$ cat config.mk
export PLATFORM = sky130hd
export DESIGN_NAME = dlf_parser
export DESIGN_NICKNAME = d
export VERILOG_FILES = /design/src/rtl/dlf_pkg.sv /design/src/rtl/dlf_parser.sv
export SDC_FILE = /design/constraint.sdc
export NUM_CORES = 1
export LEC_CHECK = 0
export ABC_AREA = 0
export BUFFER_PORTS_ARGS = -buffer_cell sky130_fd_sc_hd__clkbuf_2
export CAP_MARGIN = 20
export CORE_ASPECT_RATIO = 1.2
export CORE_UTILIZATION = 25
export CTS_CLUSTER_DIAMETER = 30
export DETAILED_ROUTE_END_ITERATION = 8
export GPL_TIMING_DRIVEN = 0
export SLEW_MARGIN = 30
export SYNTH_ARGS = -nofsm -noshare
export SYNTH_HDL_FRONTEND = slang
export SYNTH_SLANG_ARGS = --single-unit
$ cat constraint.sdc
create_clock -name clock -period 2.2 [get_ports clock]
set_input_delay 0.22 -clock clock [delete_from_list [all_inputs] [get_ports clock]]
set_output_delay 0.22 -clock clock [all_outputs]
set_load 0.02 [all_outputs]
$ cat src/rtl/dlf_pkg.sv
// Package for the IPv4 denylist filter: sizes, codes, shared types.
// No dependencies; compiled first.
`timescale 1ns / 1ps
package dlf_pkg;

   localparam int unsigned DENY_ENTRIES = 1024;
   localparam int unsigned IDX_W        = $clog2(DENY_ENTRIES);
   localparam int unsigned CNT_W        = IDX_W + 1;
   localparam int unsigned ENTRY_W      = 33;

   typedef logic [IDX_W-1:0] idx_type;
   typedef logic [CNT_W-1:0] cnt_type;

   localparam cnt_type DENY_DEPTH = cnt_type'(DENY_ENTRIES);

   typedef enum logic [1:0] {
      OP_FRAME  = 2'd0,
      OP_ADD    = 2'd1,
      OP_REMOVE = 2'd2,
      OP_NONE   = 2'd3
   } op_type;

   localparam logic [1:0] STAT_DONE   = 2'd0;
   localparam logic [1:0] STAT_FULL   = 2'd1;
   localparam logic [1:0] STAT_ABSENT = 2'd2;

   localparam logic KIND_VERDICT = 1'b0;
   localparam logic KIND_STATUS  = 1'b1;

   localparam logic [15:0] ETHERTYPE_IPV4 = 16'h0800;
   localparam logic [7:0]  PROTO_TCP      = 8'd6;
   localparam logic [15:0] POS_IP_LAST    = 16'd33;  // len >= 34
   localparam logic [15:0] POS_TCP_LAST   = 16'd53;  // len >= 54

   typedef enum logic [1:0] {
      ST_IDLE,
      ST_SCAN,
      ST_FINISH
   } state_type;

   // frame header fields including the byte being accepted
   typedef struct packed {
      logic        ip_ok;
      logic        tcp_ok;
      logic [31:0] src_addr;
      logic [31:0] dst_addr;
      logic [15:0] source_port;
      logic [15:0] dst_port;
   } frame_info_type;

endpackage

$ cat src/rtl/dlf_parser.sv
// Frame byte parser: byte counter and header field capture.
// Depends on dlf_pkg.
`timescale 1ns / 1ps
module dlf_parser import dlf_pkg::*; (
   input  logic           clock,
   input  logic           reset,
   input  logic           byte_en,
   input  logic [7:0]     data_byte,
   input  logic           last_byte,
   output frame_info_type info
);
   logic [15:0] pos_ff, pos_in;
   logic [15:0] ether_ff, ether_in;
   logic [7:0]  proto_ff, proto_in;
   logic [31:0] src_ff, src_in, dst_ff, dst_in;
   logic [15:0] sport_ff, sport_in, dport_ff, dport_in;

   // fields as they stand after the current byte
   always_comb begin
      ether_in = ether_ff;
      proto_in = proto_ff;
      src_in   = src_ff;
      dst_in   = dst_ff;
      sport_in = sport_ff;
      dport_in = dport_ff;
      if (pos_ff == 16'd12 || pos_ff == 16'd13) begin
         ether_in = {ether_ff[7:0], data_byte};
      end else if (pos_ff == 16'd23) begin
         proto_in = data_byte;
      end else if (pos_ff >= 16'd26 && pos_ff <= 16'd29) begin
         src_in = {src_ff[23:0], data_byte};
      end else if (pos_ff >= 16'd30 && pos_ff <= 16'd33) begin
         dst_in = {dst_ff[23:0], data_byte};
      end else if (pos_ff == 16'd34 || pos_ff == 16'd35) begin
         sport_in = {sport_ff[7:0], data_byte};
      end else if (pos_ff == 16'd36 || pos_ff == 16'd37) begin
         dport_in = {dport_ff[7:0], data_byte};
      end
      pos_in = (pos_ff == 16'hFFFF) ? pos_ff : pos_ff + 16'd1;
   end

   assign info.ip_ok       = (ether_in == ETHERTYPE_IPV4) && (pos_ff >= POS_IP_LAST);
   assign info.tcp_ok      = (proto_in == PROTO_TCP) && (pos_ff >= POS_TCP_LAST);
   assign info.src_addr    = src_in;
   assign info.dst_addr    = dst_in;
   assign info.source_port = sport_in;
   assign info.dst_port    = dport_in;

   always_ff @(posedge clock) begin
      if (reset || (byte_en && last_byte)) begin
         pos_ff   <= '0;
         ether_ff <= '0;
         proto_ff <= '0;
         src_ff   <= '0;
         dst_ff   <= '0;
         sport_ff <= '0;
         dport_ff <= '0;
      end else if (byte_en) begin
         pos_ff   <= pos_in;
         ether_ff <= ether_in;
         proto_ff <= proto_in;
         src_ff   <= src_in;
         dst_ff   <= dst_in;
         sport_ff <= sport_in;
         dport_ff <= dport_in;
      end
   end
endmodule

* Word-level counts from Yosys, hierarchy flattened *
Index checks and enable logic that the tools add are counted.
Widths: inputs -> output; s select.

cells by class
  $lt $le $gt $ge = 6
  eq/ne operators = 10
  $add $sub $neg = 1
  reductions and logical operators = 10
  multiplexer cells = 21
  bitwise operators = 1

operators by type and width
  kind                   number
  $mux 32                7
  $mux 16                12
  $eq 16x6->1 const B    4
  $eq 16x4->1 const B    2
  $ge 16x5->1 const B    2
  $ge 16x6->1 const B    2
  $add 16x1->16 const B  1
  $eq 16x12->1 const B   1
  $eq 16x16->1 const B   1
  $eq 16x5->1 const B    1
  $le 16x5->1 const B    1
  $le 16x6->1 const B    1
  $mux 8                 2
  $eq 8x3->1 const B     1
  $logic_and 1x1->1      5
  $logic_or 1x1->1       4
  $reduce_and 2->1       1
  $not 1->1              1

storage, ports and cells
  register bits after elaboration = 136
  logic and storage cells = 56
  input port bits = 12
  output and inout bits = 98

* Depth between registers and ports, before layout *
Gate-level depths: netlist (run 1).

  word-level depth = 8
  depth in mapped cells = 9
  mapped depth without buffers = 7

* Least setup slack after synthesis (run 1) *
OpenSTA, ideal clock, no wires.

  path type = register -> output
  start = register pos_ff[1]
  end = output info[0] in the netlist's numbering
  stages on the path, launching flop included = 8
  data arrival time = 2.146 ns
  path buffers = 1
  slack = -0.166 ns
  data required time = 1.980 ns
  path through = dfxtp_1 inv_1 ha_1 nor2_1 or3b_2 nor3_2 buf_2 mux2_2

RTL lines
  element                 line              text
  start, declared         dlf_parser.sv:12  logic [15:0] pos_ff, pos_in;
  start signal, assigned  dlf_parser.sv:59  pos_ff <= pos_in;
  end, declared           dlf_parser.sv:10  output frame_info_type info

==> flow_metrics.env, run 1 <==
export IMPL_cp_arrival_ps=2490
export IMPL_drc=0
export IMPL_min_to="dport_ff[7]$_SDFFE_PP0P_"
export IMPL_finalHoldViolations=0
export IMPL_vdd_drop_max_mv=0.4738
export IMPL_wl_per_cell_um=16.48
export IMPL_cts_inserted_buffers=17
export IMPL_slew_headroom=0.4159
export IMPL_ys_ff_latch=136
export IMPL_holdPathStages=3
export IMPL_cp_slowest_cell="or4b_4"
export IMPL_track_usage=0.1507
export IMPL_synth_seq_area_share=0.4173
export IMPL_status="finished, violations left"
export IMPL_design_core_area_sq_mm=0.02554
export IMPL_fin_setup_tns_ps=-42790
export IMPL_required_ps=1980
export IMPL_die_area_sq_mm=0.02675
export IMPL_insertion_delay_ps=420
export IMPL_dp_cells=1190
export IMPL_fin_skew_ps=9.771
export IMPL_synth_distinct_cells=49
export IMPL_cts_root_buf="clkbuf_16"
export IMPL_grt_pass1_vias=5736
export IMPL_setup_slack_ps=-505.1
export IMPL_grt_pass1_wl_um=30900
export IMPL_clock_sinks=136
export IMPL_leakage_nw=3.629
export IMPL_via_per_inst=4.841
export IMPL_wirelength_um=20840
export IMPL_r2r_end="src_ff[19]$_SDFFE_PP0P_"
export IMPL_rr_startpoint="pos_ff[5]$_SDFFE_PP0P_"
export IMPL_dpl_cell_area_sq_mm=0.007507
export IMPL_die_h_um=179.0
export IMPL_synthCells=757
export IMPL_synth_compound_area_frac=0.09570
export IMPL_syn_area_sq_mm=0.006524
export IMPL_fmax_mhz=369.7
export IMPL_synthAdderAreaFrac=0.009590
export IMPL_antenna_found_initial=1
export IMPL_area_delta_synth_final_pct=44.36
export IMPL_async_reset_ff_frac=0
export IMPL_clk_pin_slew_ps=60
export IMPL_worstSetupStartpointType="flip-flop"
export IMPL_cp_max_fo=10
export IMPL_cp_slowest_stage_delay_ps=500
export IMPL_synth_fp_nets=774
export IMPL_period_needed_ps=2705
export IMPL_num_rows=64
export IMPL_crit_family="simple AND/OR/NAND/NOR gates"
export IMPL_dr_pass1_iters=5
export IMPL_final_antenna_net_count=0
export IMPL_crit_path_end_kind="primary output"
export IMPL_cpMostUsedCell="buf_6"
export IMPL_rsz0062_at_grt="yes"
export IMPL_drv_slew=0
export IMPL_port_buffers=103
export IMPL_setup_viol=129
export IMPL_first_iter_violations=375
export IMPL_ios=110
export IMPL_synth_area_mux_share=0.2043
export IMPL_max_slew_worst_pin_slew_ps=876.2
export IMPL_hpwl_um=13770
export IMPL_fin_crit_sh=1.230
export IMPL_cts_max_level=4
export IMPL_yosysWarnings=0
export IMPL_synth_top_family_by_area="simple AND/OR/NAND/NOR gates"
export IMPL_antenna_cells=0
export IMPL_hold_path_startpoint="data_byte[7]"
export IMPL_violations="negative setup slack"
export IMPL_maxCapViolations=0
export IMPL_cts_hold_buf=0
export IMPL_synth_edf_count=0
export IMPL_instances_no_fill=1264
export IMPL_r2r_slack_ps=-100
export IMPL_critPathBufInv=4
export IMPL_drive_gt1_frac=0.4058
export IMPL_start_util=0.2554
export IMPL_die_w_um=149.5
export IMPL_nets=938
export IMPL_power_density_mw_per_mm2=625.2
export IMPL_synthXorXnorAreaFrac=0.008055
export IMPL_critPathKind="reg2out"
export IMPL_clk_path_buf_depth=2
export IMPL_design_area_sq_mm=0.009418
export IMPL_synthFlopType="dfxtp_1"
export IMPL_r2r_cells=11
export IMPL_cts_tree="done"
export IMPL_min_path_type="in2reg"
export IMPL_gp_routability_congestion=0.8216
export IMPL_vias=6119
export IMPL_grt_max_degree=17
export IMPL_syn_avg_cell_area_sq_um=8.618
export IMPL_yosys_area_share_simple=0.2204
export IMPL_grt_ovfl_total=0
export IMPL_fin_util=0.3687
export IMPL_crit_chain="buf_6 > or4b_4 > buf_6 > o22ai_4 > nand3_4 > buf_6 > mux2_2 > buf_2"
[cell usage after synthesis (2+ instances only)]
cell type / instances / area (sq um)
inv_1: 5 / 18.77
nand2b_1: 2 / 12.51
dfxtp_1: 136 / 2723
nand3_1: 68 / 340.3
xnor2_1: 5 / 43.79
ha_1: 5 / 62.56
mux2_1: 10 / 112.6
nor3_1: 10 / 50.05
o211ai_1: 2 / 15.01
nor3_2: 2 / 20.02
a21o_1: 2 / 15.01
clkbuf_1: 39 / 146.4
nand2_1: 142 / 533.0
mux2i_1: 24 / 240.2
mux2_2: 87 / 979.7
nand4_1: 7 / 43.79
nand3b_1: 2 / 15.01
and4_1: 4 / 35.03
and3_1: 2 / 12.51
a21oi_1: 55 / 275.3
buf_1: 6 / 22.52
buf_6: 3 / 33.78
buf_2: 14 / 70.07
o21ai_0: 49 / 245.2
and2_1: 2 / 12.51
nor2_1: 39 / 146.4
or4_1: 2 / 15.01
nor4_1: 5 / 31.28
or3_1: 7 / 43.79
nor4_2: 2 / 25.02
[worst max-delay path by stage]
stage | startpoint | end | depth (start not counted)
after detailed placement | pos_ff[12]$_SDFFE_PP0P_ | src_ff[19]$_SDFFE_PP0P_ | 5
after global placement | pos_ff[12]$_SDFFE_PP0P_ | src_ff[19]$_SDFFE_PP0P_ | 5
after global routing | pos_ff[3]$_SDFFE_PP0P_ | info[37] | 8
final | pos_ff[3]$_SDFFE_PP0P_ | info[47] | 8
after floorplan | pos_ff[11]$_SDFFE_PP0P_ | info[97] | 6
after CTS | pos_ff[3]$_SDFFE_PP0P_ | info[18] | 7
[report_power, final]
group / switching (W) / total [W] / internal, W
sequential: 0.00000479 / 0.00247 / 0.00246
combinational: 0.000166 / 0.000222 / 0.0000562
clock: 0.00117 / 0.00320 / 0.00203
[metal layers]
metal	vias up	share of wire	GRT usage
met5	-	0.00082	0
met1	2963	0.40	0.1710
met4	2	0.024	0.06165
li1	2975	-	-
met3	36	0.043	0.02952
met2	143	0.53	0.2731
[registers in the layout (all words and copies together), names as in the netlist]
name and cells:
dst_ff 32, proto_ff 8, src_ff 32, sport_ff 16
ether_ff 16, dport_ff 16, pos_ff 16
[tightest hold or removal path: cells and delay by family]
family,cells,cell delay (ps)
compound gates,1,60
buf+inv,1,200
simple gates,1,90
[kinds of logic (layout without fill, tap and decap cells)]
kind of cell / Yosys count / count (layout)
simple gates: 305 / 305
flops: 136 / 136
mux: 121 / 121
compound gates: 117 / 117
buf+inv: 67 / 244
xor+xnor: 6 / 6
fa+ha+maj: 5 / 5
[metrics by stage]
step | power [W] | hold WS, ps | worst slack [ps]
2_1_floorplan | 0.002624 | 426.1 | 22.88
3_3_place_gp | 0.002698 | 434.4 | -470.5
3_5_place_dp | 0.002700 | 443.0 | -523.7
4_1_cts | 0.005895 | 188.7 | -516.1
5_1_grt | 0.006061 | 207.0 | -558.3
6_report | 0.005888 | 189.9 | -505.1
[what timing repair did]
action	4_1_cts	5_1_grt
endpoints found under the hold margin	0	0
setup buffers	24	17
cloned	2	3
resized for setup	117	213
pin swaps	11	20
endpoints found under the setup margin	134	176
[final cells by class]
class / instances / area, sq um
fillers: 2505 / 16130
clock inverters: 13 / 217.7
well taps: 330 / 412.9
flip-flops and latches: 136 / 2748
clock buffers: 19 / 432.9
multi-input cells: 554 / 3913
plain buffers: 58 / 399.1
repair buffers: 149 / 1271
inverters: 5 / 23.77
[placed cells by master (no fill, tap or decap), drive strengths merged, types with 2 or more instances in the layout]
master	count
a21o	2
a21oi	55
and2	2
and3	2
and4	4
buf	121
bufinv	5
clkbuf	105
clkinv	3
dfxtp	136
ha	5
inv	9
mux2	97
mux2i	24
nand2	142
nand2b	2
nand3	68
nand3b	2
nand4	7
nor2	39
nor3	13
nor4	8
o211ai	2
o21ai	49
or3	7
or4	2
xnor2	5
Power figures use the tool's default switching activity.
==> inputs of run 2 (changes only) <==
- clock period: 2.2 -> 2.38 ns (I/O delays scaled with it)
==> run 2 against run 1 <==
The run still ends with negative setup slack left. Final area up 0.57%. Clock power down 18%. Cell count down 0.40%. Clock skew up 5.1 ps. Combinational power down 6%. First-iteration DRC count down 2.9%. Die area unchanged. Non-clock buffer count down 5. Total power down 13%. Global-route usage about the same. Core utilization up 0.21 points. Via count down 0.56%.
==> flow_metrics.env, run 2 (synthesis gave the netlist of run 1 again) <==
export IMPL_status="finished, violations left"
export IMPL_violations="negative setup slack"
export IMPL_fmax_mhz=366.8
export IMPL_port_buffers=103
export IMPL_cts_max_level=4
export IMPL_cts_tree="done"
export IMPL_wl_per_cell_um=16.26
export IMPL_reg_largest_list="dst_ff x32, src_ff x32"
export IMPL_fin_hold_ws_ps=217.6
export IMPL_instances_no_fill=1259
export IMPL_rsz0062_at_grt="yes"
export IMPL_start_util=0.2554
export IMPL_dp_cells=1190
export IMPL_max_slew_worst_pin_slew_ps=789.3
export IMPL_finalHoldViolations=0
export IMPL_die_area_sq_mm=0.02675
export IMPL_maxCapViolations=0
export IMPL_area_delta_synth_final_pct=45.19
export IMPL_insertion_delay_ps=430
export IMPL_design_core_area_sq_mm=0.02554
export IMPL_first_iter_violations=364
export IMPL_drc=0
export IMPL_grt_pass1_vias=5869
export IMPL_wirelength_um=20470
export IMPL_die_h_um=179.0
export IMPL_grt_max_degree=17
export IMPL_required_ps=2140
export IMPL_final_antenna_net_count=0
export IMPL_cp_arrival_ps=2490
export IMPL_clk_path_buf_depth=2
export IMPL_ios=110
export IMPL_power_density_mw_per_mm2=537.8
export IMPL_fin_crit_sh=1.145
export IMPL_grt_pass1_wl_um=31090
export IMPL_cts_hold_buf=0
export IMPL_clk_pin_slew_ps=60
export IMPL_worstSetupStartpointType="flip-flop"
export IMPL_critPathKind="reg2out"
export IMPL_gp_routability_congestion=0.8094
export IMPL_fin_util=0.3708
export IMPL_cts_root_buf="clkbuf_16"
export IMPL_die_w_um=149.5
export IMPL_fin_skew_ps=14.83
export IMPL_min_path_type="in2reg"
export IMPL_vias=6085
export IMPL_dr_pass1_iters=5
export IMPL_drv_slew=0
export IMPL_crit_path_end_kind="primary output"
export IMPL_num_rows=64
export IMPL_track_usage=0.1511
export IMPL_clock_sinks=136
export IMPL_period_needed_ps=2726
export IMPL_via_per_inst=4.833
export IMPL_antenna_found_initial=0
export IMPL_hpwl_um=13630
export IMPL_nets=933
export IMPL_grt_ovfl_total=0
export IMPL_slew_headroom=0.4738
export IMPL_drive_gt1_frac=0.3606
export IMPL_cts_inserted_buffers=17
export IMPL_setup_slack_ps=-346.3
export IMPL_most_common_layout_cells="140 x nand2_1, 127 x dfxtp_1, 67 x mux2_2, 66 x nand3_1, 61 x buf_6"
export IMPL_final_common_cell="nand2_1"
export IMPL_setup_viol=98
export IMPL_cp_max_fo=8
export IMPL_leakage_nw=3.662
export IMPL_vdd_drop_max_mv=0.4920
export IMPL_antenna_cells=0
run 2: cell count changes in the layout (fill, tap and decap cells not counted), moves of 10 or more:
cell	previous run	this run
clkbuf_2	59	29
a21oi_2	13	2
a21oi_1	41	53
nand2_2	14	1
buf_8	19	33
nand2_1	122	140
buf_6	51	61
run 2: path summary, 6_finish.rpt:
path                            from                       to  slack (ps)  cells after the start
max           pos_ff[0]$_SDFFE_PP0P_                 info[69]        -350                      9
min                     data_byte[5]   dst_ff[5]$_SDFFE_PP0P_         220                      3
max reg2reg   pos_ff[5]$_SDFFE_PP0P_   dst_ff[8]$_SDFFE_PP0P_         110                      9
min reg2reg  dst_ff[30]$_SDFFE_PP0P_  dst_ff[30]$_SDFFE_PP0P_         450                      2
run 2: timing repair:
action                     4_1_cts  5_1_grt
cloned                           3        3
buffers inserted                24       10
setup endpoints to repair      134      141
pin swaps                       13       14
resized for setup              168      202
run 2: critical path, cell delays in order, from the launching register on:
cell       delay, ps
dfxtp_4          370
inv_4             90
ha_1             250
nor2_4            90
buf_4            150
a211oi_4         280
nand2_4          200
clkbuf_16        210
mux2_2           290
buf_6            140
run 2: stage by stage:
step | power, W | area, sq um | TNS (ps) | worst slack, ps
final | 0.005093 | 9472 | -28810 | -346.3
after global routing | 0.005246 | 9472 | -35360 | -412.1
after CTS | 0.005096 | 8891 | -30210 | -335.2
after detailed placement | 0.002489 | 7458 | -25360 | -354.6
after global placement | 0.002488 | 7458 | -24860 | -360.1
after floorplan | 0.002423 | 6530 | 0 | 76.31
run 2: where the power goes:
group	internal [W]	leakage (nW)	switching (W)
sequential	0.00228	1.10	0.00000410
clock	0.00149	0.274	0.00111
combinational	0.0000566	2.29	0.000152
run 2: area by class of cell:
cell class / count / area (sq um)
Fill cell: 2482 / 16070
Multi-Input combinational cell: 554 / 3831
Sequential cell: 136 / 2744
Timing Repair Buffer: 143 / 1529
Clock buffer: 19 / 442.9
Tap cell: 330 / 412.9
Buffer: 59 / 354.1
Clock inverter: 13 / 133.9
Inverter: 5 / 23.77
run 2: metal layers:
layer  GRT usage  wire (um)
met1      0.1834       8753
met2      0.2550      10230
met3     0.03486       1038
met4     0.06165        450
met5           0          0
